[config.mk]
export PLATFORM = sky130hd
export DESIGN_NAME = date_to_day_number
export DESIGN_NICKNAME = d
export VERILOG_FILES = /design/src/design/dtd_pkg.sv /design/src/design/dtd_ctrl.sv /design/src/design/dtd_datapath.sv /design/src/design/date_to_day_number.sv
export SDC_FILE = /design/constraint.sdc
export NUM_CORES = 1
export LEC_CHECK = 0
export ABC_AREA = 1
export ABC_CLOCK_PERIOD_IN_PS = 13150
export BUFFER_PORTS_ARGS = -buffer_cell sky130_fd_sc_hd__buf_2
export CAP_MARGIN = 25
export CELL_PAD_IN_SITES_DETAIL_PLACEMENT = 1
export CELL_PAD_IN_SITES_GLOBAL_PLACEMENT = 1
export CORE_MARGIN = 2
export CORE_UTILIZATION = 54
export CTS_CLUSTER_SIZE = 20
export DETAILED_ROUTE_END_ITERATION = 8
export PLACE_DENSITY_LB_ADDON = 0.1
export RECOVER_POWER = 100
export SLEW_MARGIN = 10
export SYNTH_ARGS = -nofsm -noshare
export SYNTH_HDL_FRONTEND = slang
export SYNTH_SLANG_ARGS = --single-unit
export TNS_END_PERCENT = 5
[constraint.sdc]
create_clock -name clk -period 13.15 [get_ports clk]
set_input_delay 1.9725 -clock clk [delete_from_list [all_inputs] [get_ports clk]]
set_output_delay 1.9725 -clock clk [all_outputs]
set_load 0.005 [all_outputs]
[src/design/dtd_pkg.sv]
// shared types, constants and helper functions for the date to day number block
package dtd_pkg;

	localparam int unsigned DAY_W         = 5;
	localparam int unsigned MONTH_W       = 4;
	localparam int unsigned YEAR_W        = 12;
	localparam int unsigned DAYNUM_W      = 16;
	localparam int unsigned WEEKDAY_W     = 3;
	localparam int unsigned DIFF_W        = 17;

	localparam int unsigned BASE_YEAR     = 2000;
	localparam int unsigned YEAR_SPAN_DEF = 128;
	localparam int unsigned MONTHS        = 12;
	localparam int unsigned FEBRUARY      = 2;
	localparam int unsigned DAYS_PER_YEAR = 365;

	// ceil(x/100) = floor((x+99)/100), ceil(x/400) = floor(((x+399)>>2)/100)
	localparam int unsigned CEIL100_ADD   = 99;
	localparam int unsigned CEIL400_ADD   = 399;
	localparam int unsigned CEIL4_ADD     = 3;
	localparam int unsigned CENTURY       = 100;
	localparam int unsigned QUAD_CENTURY  = 400;

	// floor(x/100) = (x*1311)>>17, exact for x below 4096
	localparam int unsigned RECIP100      = 1311;
	localparam int unsigned RECIP_SH      = 17;
	localparam int unsigned MUL_K_W       = 11;
	localparam int unsigned PROD_W        = YEAR_W + MUL_K_W;
	localparam int unsigned CNT_W         = PROD_W - RECIP_SH;
	localparam int unsigned CHK_W         = YEAR_W + 1;
	localparam int unsigned DBM_W         = 9;
	localparam int unsigned MOD7_W        = 24;

	typedef enum logic [2:0] {
		OP_NONE,
		OP_PREP,
		OP_DIV1,
		OP_DIV2,
		OP_SUM,
		OP_FIN
	} dtd_op_t;

	typedef struct packed {
		logic    load;
		logic    sel_b;
		dtd_op_t op;
	} dtd_cmd_t;

	function automatic logic [DBM_W-1:0] days_before(input logic [MONTH_W-1:0] month);
		logic [DBM_W-1:0] d;
		unique case (month)
			4'd1:    d = 9'd0;
			4'd2:    d = 9'd31;
			4'd3:    d = 9'd59;
			4'd4:    d = 9'd90;
			4'd5:    d = 9'd120;
			4'd6:    d = 9'd151;
			4'd7:    d = 9'd181;
			4'd8:    d = 9'd212;
			4'd9:    d = 9'd243;
			4'd10:   d = 9'd273;
			4'd11:   d = 9'd304;
			4'd12:   d = 9'd334;
			default: d = 9'd0;
		endcase
		return d;
	endfunction

	// 8 = 1 mod 7, so the octal digit sum keeps the residue
	function automatic logic [WEEKDAY_W-1:0] mod7(input logic [MOD7_W-1:0] v);
		logic [5:0] s;
		logic [3:0] t;
		s = '0;
		for (int i = 0; i < MOD7_W / 3; i++) begin
			s = s + 6'(v[3*i +: 3]);
		end
		t = 4'(s[2:0]) + 4'(s[5:3]);
		if (t >= 4'd7) begin
			t = t - 4'd7;
		end
		if (t >= 4'd7) begin
			t = t - 4'd7;
		end
		return t[WEEKDAY_W-1:0];
	endfunction

endpackage

[src/design/dtd_ctrl.sv]
// controller state machine sequencing both dates through the datapath
module dtd_ctrl
	import dtd_pkg::*;
(
	input  logic     clk,
	input  logic     arst_n,
	input  logic     in_valid,
	output logic     in_stall,
	output logic     out_valid,
	input  logic     out_stall,
	output dtd_cmd_t cmd
);

	typedef enum logic [5:0] {
		S_IDLE = 6'b000001,
		S_PREP = 6'b000010,
		S_DIV1 = 6'b000100,
		S_DIV2 = 6'b001000,
		S_SUM  = 6'b010000,
		S_FIN  = 6'b100000
	} state_t;

	state_t state_q, state_n;
	logic   sel_b_q, sel_b_n;
	logic   out_valid_q, out_valid_n;
	logic   fin_go;

	// result register is free or being emptied this cycle
	assign fin_go = !out_valid_q || !out_stall;

	always_comb begin
		state_n   = state_q;
		sel_b_n   = sel_b_q;
		cmd.load  = 1'b0;
		cmd.sel_b = sel_b_q;
		cmd.op    = OP_NONE;
		unique case (state_q)
			S_IDLE: begin
				cmd.load = in_valid;
				if (in_valid) begin
					sel_b_n = 1'b0;
					state_n = S_PREP;
				end
			end
			S_PREP: begin
				cmd.op  = OP_PREP;
				state_n = S_DIV1;
			end
			S_DIV1: begin
				cmd.op  = OP_DIV1;
				state_n = S_DIV2;
			end
			S_DIV2: begin
				cmd.op  = OP_DIV2;
				state_n = S_SUM;
			end
			S_SUM: begin
				cmd.op = OP_SUM;
				if (sel_b_q) begin
					state_n = S_FIN;
				end else begin
					sel_b_n = 1'b1;
					state_n = S_PREP;
				end
			end
			S_FIN: begin
				if (fin_go) begin
					cmd.op  = OP_FIN;
					state_n = S_IDLE;
				end
			end
			default: begin
				state_n = S_IDLE;
			end
		endcase
	end

	always_comb begin
		out_valid_n = out_valid_q;
		if (out_valid_q && !out_stall) begin
			out_valid_n = 1'b0;
		end
		if (state_q == S_FIN && fin_go) begin
			out_valid_n = 1'b1;
		end
	end

	always_ff @(posedge clk or negedge arst_n) begin
		if (!arst_n) begin
			state_q     <= S_IDLE;
			sel_b_q     <= 1'b0;
			out_valid_q <= 1'b0;
		end else begin
			state_q     <= state_n;
			sel_b_q     <= sel_b_n;
			out_valid_q <= out_valid_n;
		end
	end

	assign in_stall  = (state_q != S_IDLE);
	assign out_valid = out_valid_q;

endmodule

[src/design/dtd_datapath.sv]
// datapath: input capture, leap year counts, day number sum, weekday and difference
module dtd_datapath
	import dtd_pkg::*;
#(
	parameter int unsigned YEAR_SPAN = YEAR_SPAN_DEF
) (
	input  logic                        clk,
	input  dtd_cmd_t                    cmd,
	input  logic [DAY_W-1:0]            day_a,
	input  logic [MONTH_W-1:0]          month_a,
	input  logic [YEAR_W-1:0]           year_a,
	input  logic [DAY_W-1:0]            day_b,
	input  logic [MONTH_W-1:0]          month_b,
	input  logic [YEAR_W-1:0]           year_b,
	output logic [DAYNUM_W-1:0]         day_number_a,
	output logic [WEEKDAY_W-1:0]        weekday_a,
	output logic signed [DIFF_W-1:0]    day_difference,
	output logic                        range_error
);

	localparam int unsigned YEAR_END = BASE_YEAR + YEAR_SPAN;
	localparam int unsigned NA_W     = $clog2(366 * YEAR_SPAN + 64) + 1;
	localparam int unsigned EXT_W    = (NA_W > DIFF_W) ? NA_W : DIFF_W;

	logic [DAY_W-1:0]     day_a_q, day_b_q;
	logic [MONTH_W-1:0]   month_a_q, month_b_q;
	logic [YEAR_W-1:0]    year_a_q, year_b_q;
	logic                 err_q;

	logic [YEAR_W-1:0]    off_q;
	logic [PROD_W-1:0]    p_q;
	logic [CNT_W-1:0]     c100_q, c400_q;
	logic [NA_W-1:0]      part_q;
	logic [NA_W-1:0]      na_a_q, na_b_q;

	logic [DAYNUM_W-1:0]  day_number_q;
	logic [WEEKDAY_W-1:0] weekday_q;
	logic [DIFF_W-1:0]    diff_q;
	logic                 err_out_q;

	logic [DAY_W-1:0]     day_s;
	logic [MONTH_W-1:0]   month_s;
	logic [YEAR_W-1:0]    year_s;
	logic [YEAR_W-1:0]    off_c;
	logic [YEAR_W-1:0]    c4_c;
	logic [YEAR_W-1:0]    mul_a;
	logic [MUL_K_W-1:0]   mul_k;
	logic [PROD_W-1:0]    prod;
	logic [CHK_W-1:0]     off_ext;
	logic                 leap_c;
	logic                 leap_adj;
	logic [NA_W-1:0]      na_c;
	logic signed [EXT_W-1:0] na_a_x, na_b_x, diff_x;
	logic [WEEKDAY_W-1:0] wk_c;

	function automatic logic date_ok(input logic [MONTH_W-1:0] m, input logic [YEAR_W-1:0] y);
		return (m >= MONTH_W'(1)) && (m <= MONTH_W'(MONTHS)) &&
		       (y >= YEAR_W'(BASE_YEAR)) && (y < YEAR_W'(YEAR_END));
	endfunction

	assign day_s   = cmd.sel_b ? day_b_q : day_a_q;
	assign month_s = cmd.sel_b ? month_b_q : month_a_q;
	assign year_s  = cmd.sel_b ? year_b_q : year_a_q;
	assign off_c   = year_s - YEAR_W'(BASE_YEAR);
	assign c4_c    = (off_q + YEAR_W'(CEIL4_ADD)) >> 2;

	// one shared constant multiplier: two reciprocal divides, then years times 365
	always_comb begin
		unique case (cmd.op)
			OP_PREP: begin
				mul_a = off_c + YEAR_W'(CEIL100_ADD);
				mul_k = MUL_K_W'(RECIP100);
			end
			OP_DIV1: begin
				mul_a = (off_q + YEAR_W'(CEIL400_ADD)) >> 2;
				mul_k = MUL_K_W'(RECIP100);
			end
			OP_DIV2: begin
				mul_a = off_q;
				mul_k = MUL_K_W'(DAYS_PER_YEAR);
			end
			default: begin
				mul_a = off_q;
				mul_k = MUL_K_W'(RECIP100);
			end
		endcase
	end

	assign prod = PROD_W'(mul_a) * PROD_W'(mul_k);

	// leap when divisible by 4 and not a century, unless divisible by 400
	assign off_ext  = CHK_W'(off_q);
	assign leap_c   = (off_q[1:0] == 2'b00) &&
	                  ((CHK_W'(c100_q) * CHK_W'(CENTURY) != off_ext) ||
	                   (CHK_W'(c400_q) * CHK_W'(QUAD_CENTURY) == off_ext));
	assign leap_adj = leap_c && (month_s > MONTH_W'(FEBRUARY));
	assign na_c     = NA_W'(p_q) + part_q + NA_W'(c400_q) + NA_W'(leap_adj);

	assign na_a_x = EXT_W'($signed(na_a_q));
	assign na_b_x = EXT_W'($signed(na_b_q));
	assign diff_x = na_a_x - na_b_x;
	assign wk_c   = mod7(MOD7_W'(na_a_x + EXT_W'(7)));

	always_ff @(posedge clk) begin
		if (cmd.load) begin
			day_a_q   <= day_a;
			month_a_q <= month_a;
			year_a_q  <= year_a;
			day_b_q   <= day_b;
			month_b_q <= month_b;
			year_b_q  <= year_b;
			err_q     <= !date_ok(month_a, year_a) || !date_ok(month_b, year_b);
		end
		unique case (cmd.op)
			OP_PREP: begin
				p_q   <= prod;
				off_q <= off_c;
			end
			OP_DIV1: begin
				p_q    <= prod;
				c100_q <= CNT_W'(p_q >> RECIP_SH);
			end
			OP_DIV2: begin
				p_q    <= prod;
				c400_q <= CNT_W'(p_q >> RECIP_SH);
				part_q <= NA_W'(day_s) - NA_W'(1) + NA_W'(c4_c) - NA_W'(c100_q) +
				          NA_W'(days_before(month_s));
			end
			OP_SUM: begin
				if (cmd.sel_b) begin
					na_b_q <= na_c;
				end else begin
					na_a_q <= na_c;
				end
			end
			OP_FIN: begin
				err_out_q    <= err_q;
				day_number_q <= err_q ? '0 : na_a_x[DAYNUM_W-1:0];
				weekday_q    <= err_q ? '0 : wk_c;
				diff_q       <= err_q ? '0 : diff_x[DIFF_W-1:0];
			end
			default: begin
			end
		endcase
	end

	assign day_number_a   = day_number_q;
	assign weekday_a      = weekday_q;
	assign day_difference = diff_q;
	assign range_error    = err_out_q;

endmodule

[src/design/date_to_day_number.sv]
// top level: Gregorian date to day number, weekday and day difference
// the result is loaded once both dates are done, and that load waits while an older result stalls
// one word at a time: the accept, four steps per date (three of them on
// the shared multiplier) with the two dates in turn, then the result load
// a new input word is taken while the previous result still waits on out_stall
// reset (arst_n low) clears the state machine and out_valid; data registers are not reset
module date_to_day_number
	import dtd_pkg::*;
#(
	parameter int unsigned YEAR_SPAN = YEAR_SPAN_DEF
) (
	input  logic                     clk,
	input  logic                     arst_n,
	input  logic                     in_valid,
	output logic                     in_stall,
	input  logic [DAY_W-1:0]         day_a,
	input  logic [MONTH_W-1:0]       month_a,
	input  logic [YEAR_W-1:0]        year_a,
	input  logic [DAY_W-1:0]         day_b,
	input  logic [MONTH_W-1:0]       month_b,
	input  logic [YEAR_W-1:0]        year_b,
	output logic                     out_valid,
	input  logic                     out_stall,
	output logic [DAYNUM_W-1:0]      day_number_a,
	output logic [WEEKDAY_W-1:0]     weekday_a,
	output logic signed [DIFF_W-1:0] day_difference,
	output logic                     range_error
);

	dtd_cmd_t cmd;

	dtd_ctrl u_ctrl (
		.clk       (clk),
		.arst_n    (arst_n),
		.in_valid  (in_valid),
		.in_stall  (in_stall),
		.out_valid (out_valid),
		.out_stall (out_stall),
		.cmd       (cmd)
	);

	dtd_datapath #(
		.YEAR_SPAN (YEAR_SPAN)
	) u_datapath (
		.clk            (clk),
		.cmd            (cmd),
		.day_a          (day_a),
		.month_a        (month_a),
		.year_a         (year_a),
		.day_b          (day_b),
		.month_b        (month_b),
		.year_b         (year_b),
		.day_number_a   (day_number_a),
		.weekday_a      (weekday_a),
		.day_difference (day_difference),
		.range_error    (range_error)
	);

endmodule

* Word-level counts from Yosys, hierarchy flattened
Memory sizes are Yosys's and may differ from the RTL's.
Cells that the tools add are included.
** Word-level totals
- Input bits :: 46
- Memory bits (read-only) :: 144
- Memories :: 1
- Bits in registers :: 186
** Memories
- (name not given) :: depth 16, width 9, rd ports 1, clocked after memory_dff 0, write ports 0, RTL line dtd_pkg.sv:51 : unique case (month)
** Cells by class
- Magnitude comparators :: 11
- Reductions and logical operators :: 25
- Eq/ne operators :: 16
- Bitwise operators :: 1
- Multiply operators :: 3
- Add/sub/neg operators :: 23
- Muxes and demuxes :: 19
** Operators by type and width (count)
- adder 6 x 3 -> 6 bit :: 6
- one-hot mux 6 bit (6 select lines) :: 1
- greater-or-equal comparator 12 x 11 -> 1 bit, second input constant :: 2
- less-than comparator 12 bit, second input constant :: 2
- one-hot mux 12 bit (2 select lines) :: 1
- multiplier 12 x 11 -> 23 bit :: 1
- adder 17 x 4 -> 18 bit, second input constant :: 1
- 2-to-1 mux 6 bit :: 3
- adder 17 x 1 -> 17 bit :: 1
- adder 17 x 10 -> 17 bit :: 1
- adder 17 bit :: 1
- adder 17 x 6 -> 17 bit :: 1
- adder 17 x 9 -> 17 bit :: 1
- subtractor 17 bit :: 1
- subtractor 17 x 6 -> 17 bit :: 1
- one-hot mux 3 bit (5 select lines) :: 1
- == test 13 x 12 -> 1 bit :: 1
- != test 13 x 12 -> 1 bit :: 1
- adder 12 x 2 -> 12 bit, second input constant :: 1
- adder 12 x 7 -> 12 bit, second input constant :: 1
- adder 12 x 9 -> 12 bit, second input constant :: 1
- 2-to-1 mux 12 bit :: 1
- subtractor 12 x 11 -> 12 bit, second input constant :: 1
- multiplier 6 x 5 -> 11 bit, second input constant :: 1
- 36 further kinds :: 65

* Longest topological paths before layout
Gate-level depths: netlist of run 1.
- Word-level depth :: 13
- Depth in mapped cells :: 34

* By module
From an unflattened synthesis of run 1, not the netlist that was laid out.
** Second synthesis, totals
- Cells, all modules :: 1719
- Area total of the unflattened synthesis :: 16040.4 um2
** By module, submodules not included
- dtd_datapath :: cells an instance 1664, instances 1, area each 15617.5 um2
- dtd_ctrl :: cells an instance 55, instances 1, area each 422.9 um2

* Least setup slack after synthesis of run 1
Ideal clock, no wire load.
- Path kind :: register -> register
- From :: register u_datapath.na_a_q[1]
- To :: register u_datapath.weekday_q[0] (netlist: u_datapath.weekday_a[0]), data pin
- Path slack :: 6.951 ns
- Path buffers :: 1
- Period minus slack after synthesis :: 6.199 ns
- Arrival time :: 5.937 ns
- Required time :: 12.887 ns
- Setup time :: 0.263 ns
- Stages on the path, launching flop included :: 31
- Cell sequence :: edfxtp_1 -> inv_1 -> ha_1 -> a21oi_2 -> xor2_1 -> inv_1 -> fa_1 -> inv_1 -> fa_1 -> fa_1 -> fa_1 -> inv_1 -> ha_1 -> inv_1 -> fa_1 -> xnor2_1 -> ha_1 -> inv_1 -> fa_1 -> inv_1 -> ha_1 -> inv_1 -> nor2_1 -> or2_0 -> buf_2 -> xor2_1 -> ha_1 -> nand3b_1 -> nand2_1 -> o21ai_1 -> a21oi_1
** Between the ends
- Longest elaborated chain between the ends :: 13
- Elaborated cells on any way between the ends :: 15
- Those cells by class :: add/sub (11); order compare (2); mux (2)
** Ends and longest elaborated chain
- start: declaration :: RTL line dtd_datapath.sv:34 : logic [NA_W-1:0] na_a_q, na_b_q;
- start signal: assignment :: RTL line dtd_datapath.sv:133 : na_a_q <= na_c;
- adder 17 x 4 -> 18 bit (*) :: RTL line dtd_datapath.sv:102 : assign wk_c = mod7(MOD7_W'(na_a_x + EXT_W'(7)));
- adder 3 x 3 -> 4 bit :: RTL line dtd_pkg.sv:75 : s = s + 6'(v[3*i +: 3]);
- adder 6 x 3 -> 6 bit (5 in series) :: RTL line dtd_pkg.sv:75
- adder 6 x 3 -> 6 bit (*) :: RTL line dtd_pkg.sv:75
- adder 3 x 3 -> 4 bit (*) :: RTL line dtd_pkg.sv:77 : t = 4'(s[2:0]) + 4'(s[5:3]);
- subtractor 4 x 3 -> 4 bit or greater-or-equal comparator 4 x 3 -> 1 bit (tied branches) :: RTL line dtd_pkg.sv:79, dtd_pkg.sv:78
- 2-to-1 mux 4 bit (*) :: RTL line dtd_pkg.sv:78 : if (t >= 4'd7) begin
- greater-or-equal comparator 4 x 3 -> 1 bit or subtractor 3 bit (tied branches) :: RTL line dtd_pkg.sv:81, dtd_pkg.sv:82
- 2-to-1 mux 3 bit (*) :: RTL line dtd_pkg.sv:81 : if (t >= 4'd7) begin
- end signal: assignment :: RTL line dtd_datapath.sv:139 : weekday_q <= err_q ? '0 : wk_c;
- end: declaration :: RTL line dtd_datapath.sv:37 : logic [WEEKDAY_W-1:0] weekday_q;
Mark *: on every way between the ends. The rest lies on a longest branch, timed or not.
A chain may end at the register's enable or synchronous reset.

* Worst setup path after layout of run 1
- From :: register u_ctrl.sel_b_q
- To :: register u_datapath.p_q[20], data pin
** Between the ends
- Longest elaborated chain between the ends :: 5
** Ends and longest elaborated chain
- start: declaration :: RTL line dtd_ctrl.sv:24 : logic sel_b_q, sel_b_n;
- start signal: assignment :: RTL line dtd_ctrl.sv:95 : sel_b_q <= sel_b_n;
- 2-to-1 mux 12 bit :: RTL line dtd_datapath.sv:63 : assign year_s = cmd.sel_b ? year_b_q : year_a_q;
- subtractor 12 x 11 -> 12 bit :: RTL line dtd_datapath.sv:64 : assign off_c = year_s - YEAR_W'(BASE_YEAR);
- net u_datapath.off_c[0] :: RTL line dtd_datapath.sv:44 : logic [YEAR_W-1:0] off_c;
- adder 12 x 7 -> 12 bit :: RTL line dtd_datapath.sv:71 : mul_a = off_c + YEAR_W'(CEIL100_ADD);
- one-hot mux 12 bit (2 select lines) :: RTL line dtd_datapath.sv:69 : unique case (cmd.op)
- multiplier 12 x 11 -> 23 bit :: RTL line dtd_datapath.sv:89 : assign prod = PROD_W'(mul_a) * PROD_W'(mul_k);
- net u_datapath.prod[20] :: RTL line dtd_datapath.sv:48 : logic [PROD_W-1:0] prod;
- end signal: assignment :: RTL line dtd_datapath.sv:116 : p_q <= prod;
- end signal: assignment :: RTL line dtd_datapath.sv:120 : p_q <= prod;
- end signal: assignment :: RTL line dtd_datapath.sv:124 : p_q <= prod;
- end: declaration :: RTL line dtd_datapath.sv:31 : logic [PROD_W-1:0] p_q;
The timed path passes the listed nets, and every way through them passes these cells.

==> impl_metrics.ini, run 1 <==
[timing]
holdWs_ns = 0.5245
fin_skew_ns = 0.01099
setup_viol = 0
hold_viol = 0
grt_setup_unrepaired = no
min_period_ns = 9.188
finalCritPeriodShare_pct = 69.87
fmax_ghz = 0.1088
tightestPinTransition_ns = 2.199
finalSetupTns_ns = 0
slew_headroom_pct = -46.63
slew_viol_final = 114

[synth]
synth-seq-cells = 186
yosys.area_share.adder_pct = 28.69
synth.top_cell.area_share_pct = 33.50
synth_top_family_by_area = adder cells
synthArstFlopShare_pct = 4.301
yosys_most_used_dff = edfxtp_1
yosys.area_share.simple_pct = 14.41
yosys.area.top_type = edfxtp_1
avgSynthCellArea_sq_um = 9.646
muxShareOfSynthArea_pct = 0.3137
synth_xor_area_share_pct = 5.207
synth_edf_count = 178
synth-compound-area-share_pct = 8.054
synth_fp_nets = 2004
synthesis.area_sq_um = 15950
synthCells = 1654
yosysUniqueCellTypes = 65
ys_seq_area_share_pct = 34.77
synthTopCellsByCount = inv_1, nand2_1, ha_1
yosysWarnings = 0
yosysMostFrequentCell = inv_1
synth_area_leaders = edfxtp_1, ha_1, fa_1

[global_routing]
grt_pass1_vias = 12979
grtUsageTotal_pct = 27.43
overflow = 0
grt_pass1_wl_mm = 65.92
use_met2_pct = 53.28
antenna_found_initial = 0
use_met1_pct = 31.07
grt_max_degree = 38
grt_use_met3_pct = 3.312
grt-busiest-layer = met2

[cells_and_area]
layout.nets = 2105
drive_gt1_share_pct = 7.805
syn_to_final_growth_pct = 7.748
diodes = 0
fillers = 3374

[floorplanning]
rows = 62
initial_core_util_pct = 55.14
core_area_sq_um = 28940
num_io_pins = 85
die-area_sq_um = 30940
die_w_um = 175.9
fp.dieH_um = 175.9

[clocking]
clockRootBuffer = clkbuf_16
cts_tree = built
clk_latency_ns = 0.44
clk_path_buf_depth = 2
post-cts-setup-buffers = 0
clkTransAtPathRegs_ns = 0.08
hold_buffers = 0
clock-sinks = 186
h-tree-depth = 4
cts_buffers = 17
cts_resized = 0

[place]
hpwl_mm = 33.20
gp_congestion = 0.8667
portBuffers = 84

[worst_setup_path]
crit_slowest_cell = clkinvlp_2
slowest_delay_ns = 1.13
cp_max_fo = 26
endpoint_kind = register
arrival_ns = 9.39
critical_path_class = reg2reg
crit_path_frequent_cell = nand2_1
cp.required_ns = 13.35
worstSetupStartpointType = register

[flow_run]
cap_violations = 5

[outcome]
outcome = finished with violations
violations = capacitance limit, slew limit

[hold_path]
min_path_type = reg2reg

[drt]
drt_pre_antenna_iters = 7
avgRoutedWirePerCell_um = 18.69
dr_total_vias = 11721
ant_nets = 0
drt_wl_total_mm = 40.22
remaining_drc_errors = 0
vias_per_cell = 5.447
drtIter0Drc = 463
==> worst max-delay path, delay by kind of cell, from the launching register on <==
| family | cells | cell delay [ns] |
|---|---|---|
| adder cells (fa/ha/maj) | 7 | 3.09 |
| buffers and inverters | 7 | 2.65 |
| AND/OR/NAND/NOR | 15 | 2.12 |
| AO/OA/AOI/OAI | 2 | 0.56 |
| flip-flops | 1 | 0.32 |
| XOR/XNOR | 1 | 0.16 |
==> worst paths after layout <==
path | start | to | slack (ns) | cells after the start
min in group asynchronous | arst_n | u_ctrl.state_q[3] | 1.44 | 1
worst min-delay path | u_ctrl.state_q[2] | u_ctrl.state_q[4] | 0.52 | 1
max in group asynchronous | arst_n | u_ctrl.state_q[0] | 11.37 | 1
worst max-delay path | u_ctrl.sel_b_q | u_datapath.p_q[20] | 3.96 | 32
worst max register to register | u_ctrl.sel_b_q | u_datapath.p_q[20] | 3.96 | 32
worst min register to register | u_ctrl.state_q[2] | u_ctrl.state_q[4] | 0.52 | 1
==> area by class of cell <==
class	instances	area, sq um	share of cell area (%)
multi-input cells	1117	8926	51.93
flip-flops and latches	186	5547	32.27
inverters	338	1271	7.395
well taps	384	480.5	2.795
clock buffers	17	425.4	2.475
repair buffers	95	411.6	2.395
clock inverters	15	128.9	0.7497
==> sequential cells by signal (all words and copies together) (netlist names), 4 cells and up <==
| register | flops |
|---|---|
| u_datapath.month_a_q | 4 |
| u_datapath.part_q | 17 |
| u_datapath.na_b_q | 17 |
| u_datapath.year_a_q | 12 |
| u_datapath.day_a_q | 5 |
| u_datapath.day_number_a | 16 |
| u_ctrl.state_q | 6 |
| u_datapath.year_b_q | 12 |
| u_datapath.off_q | 12 |
| u_datapath.p_q | 23 |
| u_datapath.na_a_q | 17 |
| u_datapath.c100_q | 6 |
| u_datapath.day_difference | 17 |
| u_datapath.month_b_q | 4 |
| u_datapath.day_b_q | 5 |
| u_datapath.c400_q | 6 |
==> per-stage QoR <==
| stage | util [%] | setup WS, ns | std cells | area, sq um |
|---|---|---|---|---|
| after floorplan | - | 6.951 | 1654 | 15950 |
| after global placement | 58.22 | 6.301 | 2117 | 16850 |
| after detailed placement | 58.38 | 6.181 | 2119 | 16890 |
| after CTS | 60.30 | 6.151 | 2151 | 17450 |
| after global routing | 59.41 | 3.226 | 2152 | 17190 |
| final | 59.41 | 3.962 | 2152 | 17190 |
==> metal layers <==
metal | wire length [um] | vias to the layer above
met2 | 21790 | 225
met4 | 961 | 0
met5 | 0 | -
li1 | - | 5634
met1 | 16260 | 5803
met3 | 1219 | 59
==> placed cells by master, fill, tap and decap left out, types with 7 or more instances in the layout <==
master / count
inv_1: 323
nand2_1: 245
ha_1: 201
edfxtp_1: 178
fa_1: 103
nor2_1: 101
a21oi_1: 89
xor2_1: 66
o21ai_0: 65
nand3_1: 61
clkbuf_1: 51
buf_2: 44
xnor2_1: 28
nand4_1: 18
clkbuf_16: 17
nor3_1: 13
inv_2: 13
nand2_2: 13
nor2_2: 9
o21bai_1: 8
nor4_1: 8
o21ai_1: 8
o211ai_1: 7
dfrtp_1: 7
==> logic make-up after synthesis <==
family / Yosys count
mux: 5
compound gates: 218
xor+xnor: 94
fa+ha+maj: 304
simple gates: 496
buf+inv: 351
flops: 186
Power of run 1 is not shown: default switching activity piles up to over one toggle a cycle in this logic, so the estimate is an artifact.
==> run 2, diff against run 1 <==
--- a/config.mk
+++ b/config.mk
@@ -5,14 +5,14 @@
 export SDC_FILE = /design/constraint.sdc
 export NUM_CORES = 1
 export LEC_CHECK = 0
-export ABC_AREA = 1
-export ABC_CLOCK_PERIOD_IN_PS = 13150
+export ABC_AREA = 0
+export ABC_CLOCK_PERIOD_IN_PS = 9450
 export BUFFER_PORTS_ARGS = -buffer_cell sky130_fd_sc_hd__buf_2
 export CAP_MARGIN = 25
 export CELL_PAD_IN_SITES_DETAIL_PLACEMENT = 1
 export CELL_PAD_IN_SITES_GLOBAL_PLACEMENT = 1
 export CORE_MARGIN = 2
-export CORE_UTILIZATION = 54
+export CORE_UTILIZATION = 51
 export CTS_CLUSTER_SIZE = 20
 export DETAILED_ROUTE_END_ITERATION = 8
 export PLACE_DENSITY_LB_ADDON = 0.1
==> constraint.sdc (replaced) <==
create_clock -name clk -period 9.45 [get_ports clk]
set_input_delay 1.4175 -clock clk [delete_from_list [all_inputs] [get_ports clk]]
set_output_delay 1.4175 -clock clk [all_outputs]
set_load 0.005 [all_outputs]
==> impl_metrics.ini, run 2 <==
[drt]
remaining_drc_errors = 0
vias_per_cell = 5.553
drtIter0Drc = 411
drt_wl_total_mm = 37.65
drt_pre_antenna_iters = 4
dr_total_vias = 10906
avgRoutedWirePerCell_um = 19.17
ant_nets = 0

[clocking]
clk_path_buf_depth = 2
clockRootBuffer = clkbuf_16
clock-sinks = 186
cts_resized = 0
post-cts-setup-buffers = 0
cts_buffers = 17
clkTransAtPathRegs_ns = 0.08
hold_buffers = 0
cts_tree = built
clk_latency_ns = 0.46
h-tree-depth = 4

[global_routing]
grtUsageTotal_pct = 24.65
grt_pass1_wl_mm = 63.05
overflow = 0
grt_max_degree = 39
grt_pass1_vias = 12222
antenna_found_initial = 0

[place]
gp_congestion = 0.9562
portBuffers = 84
hpwl_mm = 30.82

[synth]
synthCells = 1467
synth.top_cell.area_share_pct = 33.80
yosys.area.top_type = edfxtp_1
synth_area_leaders = edfxtp_1, ha_1, fa_1
synth_edf_count = 178
avgSynthCellArea_sq_um = 10.78
synthesis.area_sq_um = 15810
yosysUniqueCellTypes = 72
yosysWarnings = 0
ys_seq_area_share_pct = 35.07
synthArstFlopShare_pct = 4.301
synth-seq-cells = 186
yosysMostFrequentCell = inv_1
synthTopCellsByCount = inv_1, ha_1, edfxtp_1
yosys_most_used_dff = edfxtp_1
synth_fp_nets = 1817

[timing]
tightestPinTransition_ns = 1.717
fmax_ghz = 0.1242
grt_setup_unrepaired = no
slew_headroom_pct = -14.49
finalCritPeriodShare_pct = 85.17
slew_viol_final = 95
setup_viol = 0
finalSetupTns_ns = 0
fin_skew_ns = 0.01147
hold_viol = 0
min_period_ns = 8.048

[worst_setup_path]
cp_max_fo = 38
crit_slowest_cell = a221oi_1
crit_chain = buf_4 > mux2i_1 > ha_1 > xor2_1 > xnor2_1 > a221oi_1 > nor2_1 > inv_1 > fa_1 > inv_1 > fa_1 > fa_1 > fa_1 > inv_1 > fa_1 > inv_1 > ha_1 > a2111oi_0 > a21oi_1 > a21oi_1 > nor4_1 > or3_1
crit_start = u_ctrl.sel_b_q
endpoint_kind = register
cp.required_ns = 9.66
worstSetupStartpointType = register
crit_buf_inv = 5
slowest_delay_ns = 1.07
path_delay_family = adder cells
critical_path_class = reg2reg
reg2reg_from = u_ctrl.sel_b_q
crit_path_frequent_cell = fa_1
crit_cells = 22
arrival_ns = 8.26
r2r_cells = 22

[floorplanning]
fp.dieH_um = 180.1
num_io_pins = 85
die_w_um = 180.1
initial_core_util_pct = 51.70
core_area_sq_um = 30590
die-area_sq_um = 32430
rows = 64

[hold_path]
min_path_type = reg2reg
min_from = u_ctrl.out_valid
hold_depth = 2

[cells_and_area]
regMostFlops = u_datapath.p_q
syn_to_final_growth_pct = 8.379
mostFrequentLayoutCell = inv_1
fillers = 3343
layout.nets = 1905
drive_gt1_share_pct = 6.378
diodes = 0
final_cell_mix = inv_1, ha_1, edfxtp_1
largest_register_ffs = 23

[outcome]
violations = capacitance limit, slew limit
outcome = finished with violations

[flow_run]
cap_violations = 3
run 2: cell types whose count changed after synthesis, moves of 16 or more:
cell	before	now
a21o_1	6	30
nand2b_1	0	16
xor2_1	65	39
nor3_1	13	29
nand3_1	59	27
nand2_1	240	60
xnor2_1	28	96
nand2_2	17	1
a21oi_1	88	57
inv_1	322	207
mux2i_1	5	25
nor2b_1	0	28
run 2: cells by family (layout without fill, tap and decap cells):
logic type | Yosys count | in the layout | share of synthesized area [%]
AO/OA/AOI/OAI | 237 | 237 | 9.938
XOR/XNOR | 135 | 135 | 7.477
AND/OR/NAND/NOR | 340 | 340 | 10.82
adder cells (fa/ha/maj) | 304 | 304 | 28.94
multiplexers | 31 | 31 | 2.081
flip-flops | 186 | 186 | 35.07
buffers and inverters | 234 | 335 | 5.673
run 2: stage by stage:
stage          cell area (sq um)  setup WS [ns]  utilization [%]  cells  hold slack, ns
2_1_floorplan              15810          1.877                -   1467          0.4215
3_3_place_gp               16700          1.858            54.58   1931          0.5991
3_5_place_dp               16720          1.618            54.65   1932          0.6101
4_1_cts                    17270          1.551            56.47   1964          0.6323
5_1_grt                    17140         0.6926            56.03   1964          0.6036
6_report                   17140          1.402            56.03   1964          0.5688
run 2: final timing paths:
check                                      to  slack [ns]
setup / recovery           u_datapath.p_q[21]        1.40
hold / removal               u_ctrl.out_valid        0.57
setup reg to reg           u_datapath.p_q[21]        1.40
hold reg to reg              u_ctrl.out_valid        0.57
max in group asynchronous   u_ctrl.state_q[0]        8.24
min in group asynchronous    u_ctrl.out_valid        0.87
run 2: worst min-delay path: stages, from the launching register on:
cell	delay (ns)
dfrtp_1	0.37
nand2_1	0.10
nand2_1	0.07
run 2: final cells by class:
type                            instances  area (sq um)  share of cell area, %
Tap cell                              396         495.5                  2.891
Inverter                              209         784.5                  4.577
Timing Repair Buffer                   94         421.7                  2.460
Clock inverter                         15         131.4                 0.7665
Multi-Input combinational cell       1047          9334                  54.46
Clock buffer                           17         425.4                  2.482
Sequential cell                       186          5547                  32.36
run 2: layer usage:
metal	GRT usage (%)	vias up	part of all wire [%]
met5	0	-	0
met4	10.45	0	3.8
met3	3.436	70	2.6
met2	45.35	164	52
met1	28.70	5386	42
li1	-	5286	-
Power of run 2 is left out for the same reason.
==> run 3, diff against run 2 <==
--- a/config.mk
+++ b/config.mk
@@ -5,14 +5,13 @@
 export SDC_FILE = /design/constraint.sdc
 export NUM_CORES = 1
 export LEC_CHECK = 0
-export ABC_AREA = 0
+export ABC_AREA = 1
 export ABC_CLOCK_PERIOD_IN_PS = 9450
 export BUFFER_PORTS_ARGS = -buffer_cell sky130_fd_sc_hd__buf_2
 export CAP_MARGIN = 25
 export CELL_PAD_IN_SITES_DETAIL_PLACEMENT = 1
 export CELL_PAD_IN_SITES_GLOBAL_PLACEMENT = 1
-export CORE_MARGIN = 2
-export CORE_UTILIZATION = 51
+export CORE_UTILIZATION = 50
 export CTS_CLUSTER_SIZE = 20
 export DETAILED_ROUTE_END_ITERATION = 8
 export PLACE_DENSITY_LB_ADDON = 0.1
==> impl_metrics.ini, run 3 (same netlist as run 1, synthesis figures left out) <==
[outcome]
outcome = finished with violations
violations = capacitance limit, slew limit

[worst_setup_path]
crit_start = u_ctrl.state_q[5]
r2r_end = u_datapath.p_q[14]
regToRegSetupSlack_ns = 1.69
critical_path_class = reg2reg
arrival_ns = 7.95
endpoint_kind = register
cp_max_fo = 37
worstSetupStartpointType = register
r2r_cells = 22
reg2reg_from = u_ctrl.state_q[5]
cp.required_ns = 9.64
cp-endpoint = u_datapath.p_q[14]

[drt]
drt_pre_antenna_iters = 5
drt_wl_total_mm = 37.58
dr_total_vias = 11409
vias_per_cell = 5.262
ant_nets = 0
avgRoutedWirePerCell_um = 17.33
drtIter0Drc = 393
remaining_drc_errors = 0

[floorplanning]
fp.dieH_um = 180.6
num_io_pins = 85
initial_core_util_pct = 50.69
die-area_sq_um = 32630
die_w_um = 180.6
core_area_sq_um = 31470
rows = 65

[clocking]
hold_buffers = 0
clkTransAtPathRegs_ns = 0.07
clk_path_buf_depth = 2
post-cts-setup-buffers = 0
h-tree-depth = 4
cts_tree = built
clock-sinks = 186
cts_resized = 0
cts_buffers = 17
clk_latency_ns = 0.45
clockRootBuffer = clkbuf_16

[flow_run]
cap_violations = 2

[cells_and_area]
regMostFlops = u_datapath.p_q
diodes = 0
syn_to_final_growth_pct = 8.258
final_cell_mix = inv_1, nand2_1, ha_1
largest_register_ffs = 23
drive_gt1_share_pct = 8.720
mostFrequentLayoutCell = inv_1
layout.nets = 2103

[global_routing]
grt_pass1_wl_mm = 62.42
overflow = 0
grt_max_degree = 38
antenna_found_initial = 0
grtUsageTotal_pct = 24.54
grt_pass1_vias = 12632

[timing]
min_period_ns = 7.765
finalCritPeriodShare_pct = 82.17
fmax_ghz = 0.1288
grt_setup_unrepaired = no
tightestPinTransition_ns = 2.163
fin_skew_ns = 0.01260
holdWs_ns = 0.5381
setup_viol = 0
hold_viol = 0
slew_viol_final = 58
slew_headroom_pct = -44.17
finalSetupTns_ns = 0

[place]
hpwl_mm = 31.63
portBuffers = 84
gp_congestion = 0.8811

[hold_path]
min_path_type = reg2reg
min_from = u_ctrl.out_valid
==> run 3: worst min-delay path by stage <==
stage,endpoint,cells after the start
3_3_place_gp,u_ctrl.state_q[3],1
3_5_place_dp,u_ctrl.state_q[3],1
6_report,u_ctrl.out_valid,2
5_1_grt,u_ctrl.state_q[3],1
4_1_cts,u_ctrl.state_q[3],1
2_1_floorplan,u_datapath.c100_q[0],0
==> run 3: layout make-up <==
| type | instances | area, sq um |
|---|---|---|
| sequential | 186 | 5547 |
| multi-input combinational | 1117 | 8994 |
| fill | 3604 | 14200 |
| inverter | 338 | 1271 |
| timing repair buffer | 93 | 416.7 |
| clock inverter | 15 | 115.1 |
| tap | 402 | 503.0 |
| clock buffer | 17 | 425.4 |
==> run 3: per-stage QoR <==
stage,cell area [sq um],setup slack [ns],utilization (%),std cells
floorplan,15950,3.251,-,1654
global placement,16860,2.677,53.57,2134
detailed placement,16910,2.534,53.72,2136
CTS,17450,2.507,55.44,2168
global route,17270,1.105,54.88,2168
finish,17270,1.685,54.88,2168
==> run 3: worst max-delay path, cell delays in order, from the launching register on <==
cell and delay (ns):
dfrtp_1 0.38, inv_1 0.08, nand2_1 0.20, nor4_4 0.27, clkbuf_1 1.57, inv_2 0.51
nand2_1 0.29, inv_1 0.10, fa_1 0.41, fa_1 0.49, inv_1 0.05, fa_1 0.48
inv_1 0.06, fa_1 0.53, inv_1 0.05, fa_1 0.53, inv_1 0.04, ha_1 0.37
a21oi_1 0.26, o21ai_0 0.21, a21boi_0 0.31, o21ai_0 0.16, xor2_1 0.17
==> run 3: metal layers <==
metal,global-route usage [%],part of all wire [%]
met4,8.068,2.3
met2,46.75,53
met3,3.173,2.3
met5,0,0
met1,28.06,42
Power of run 3 is left out for the same reason.
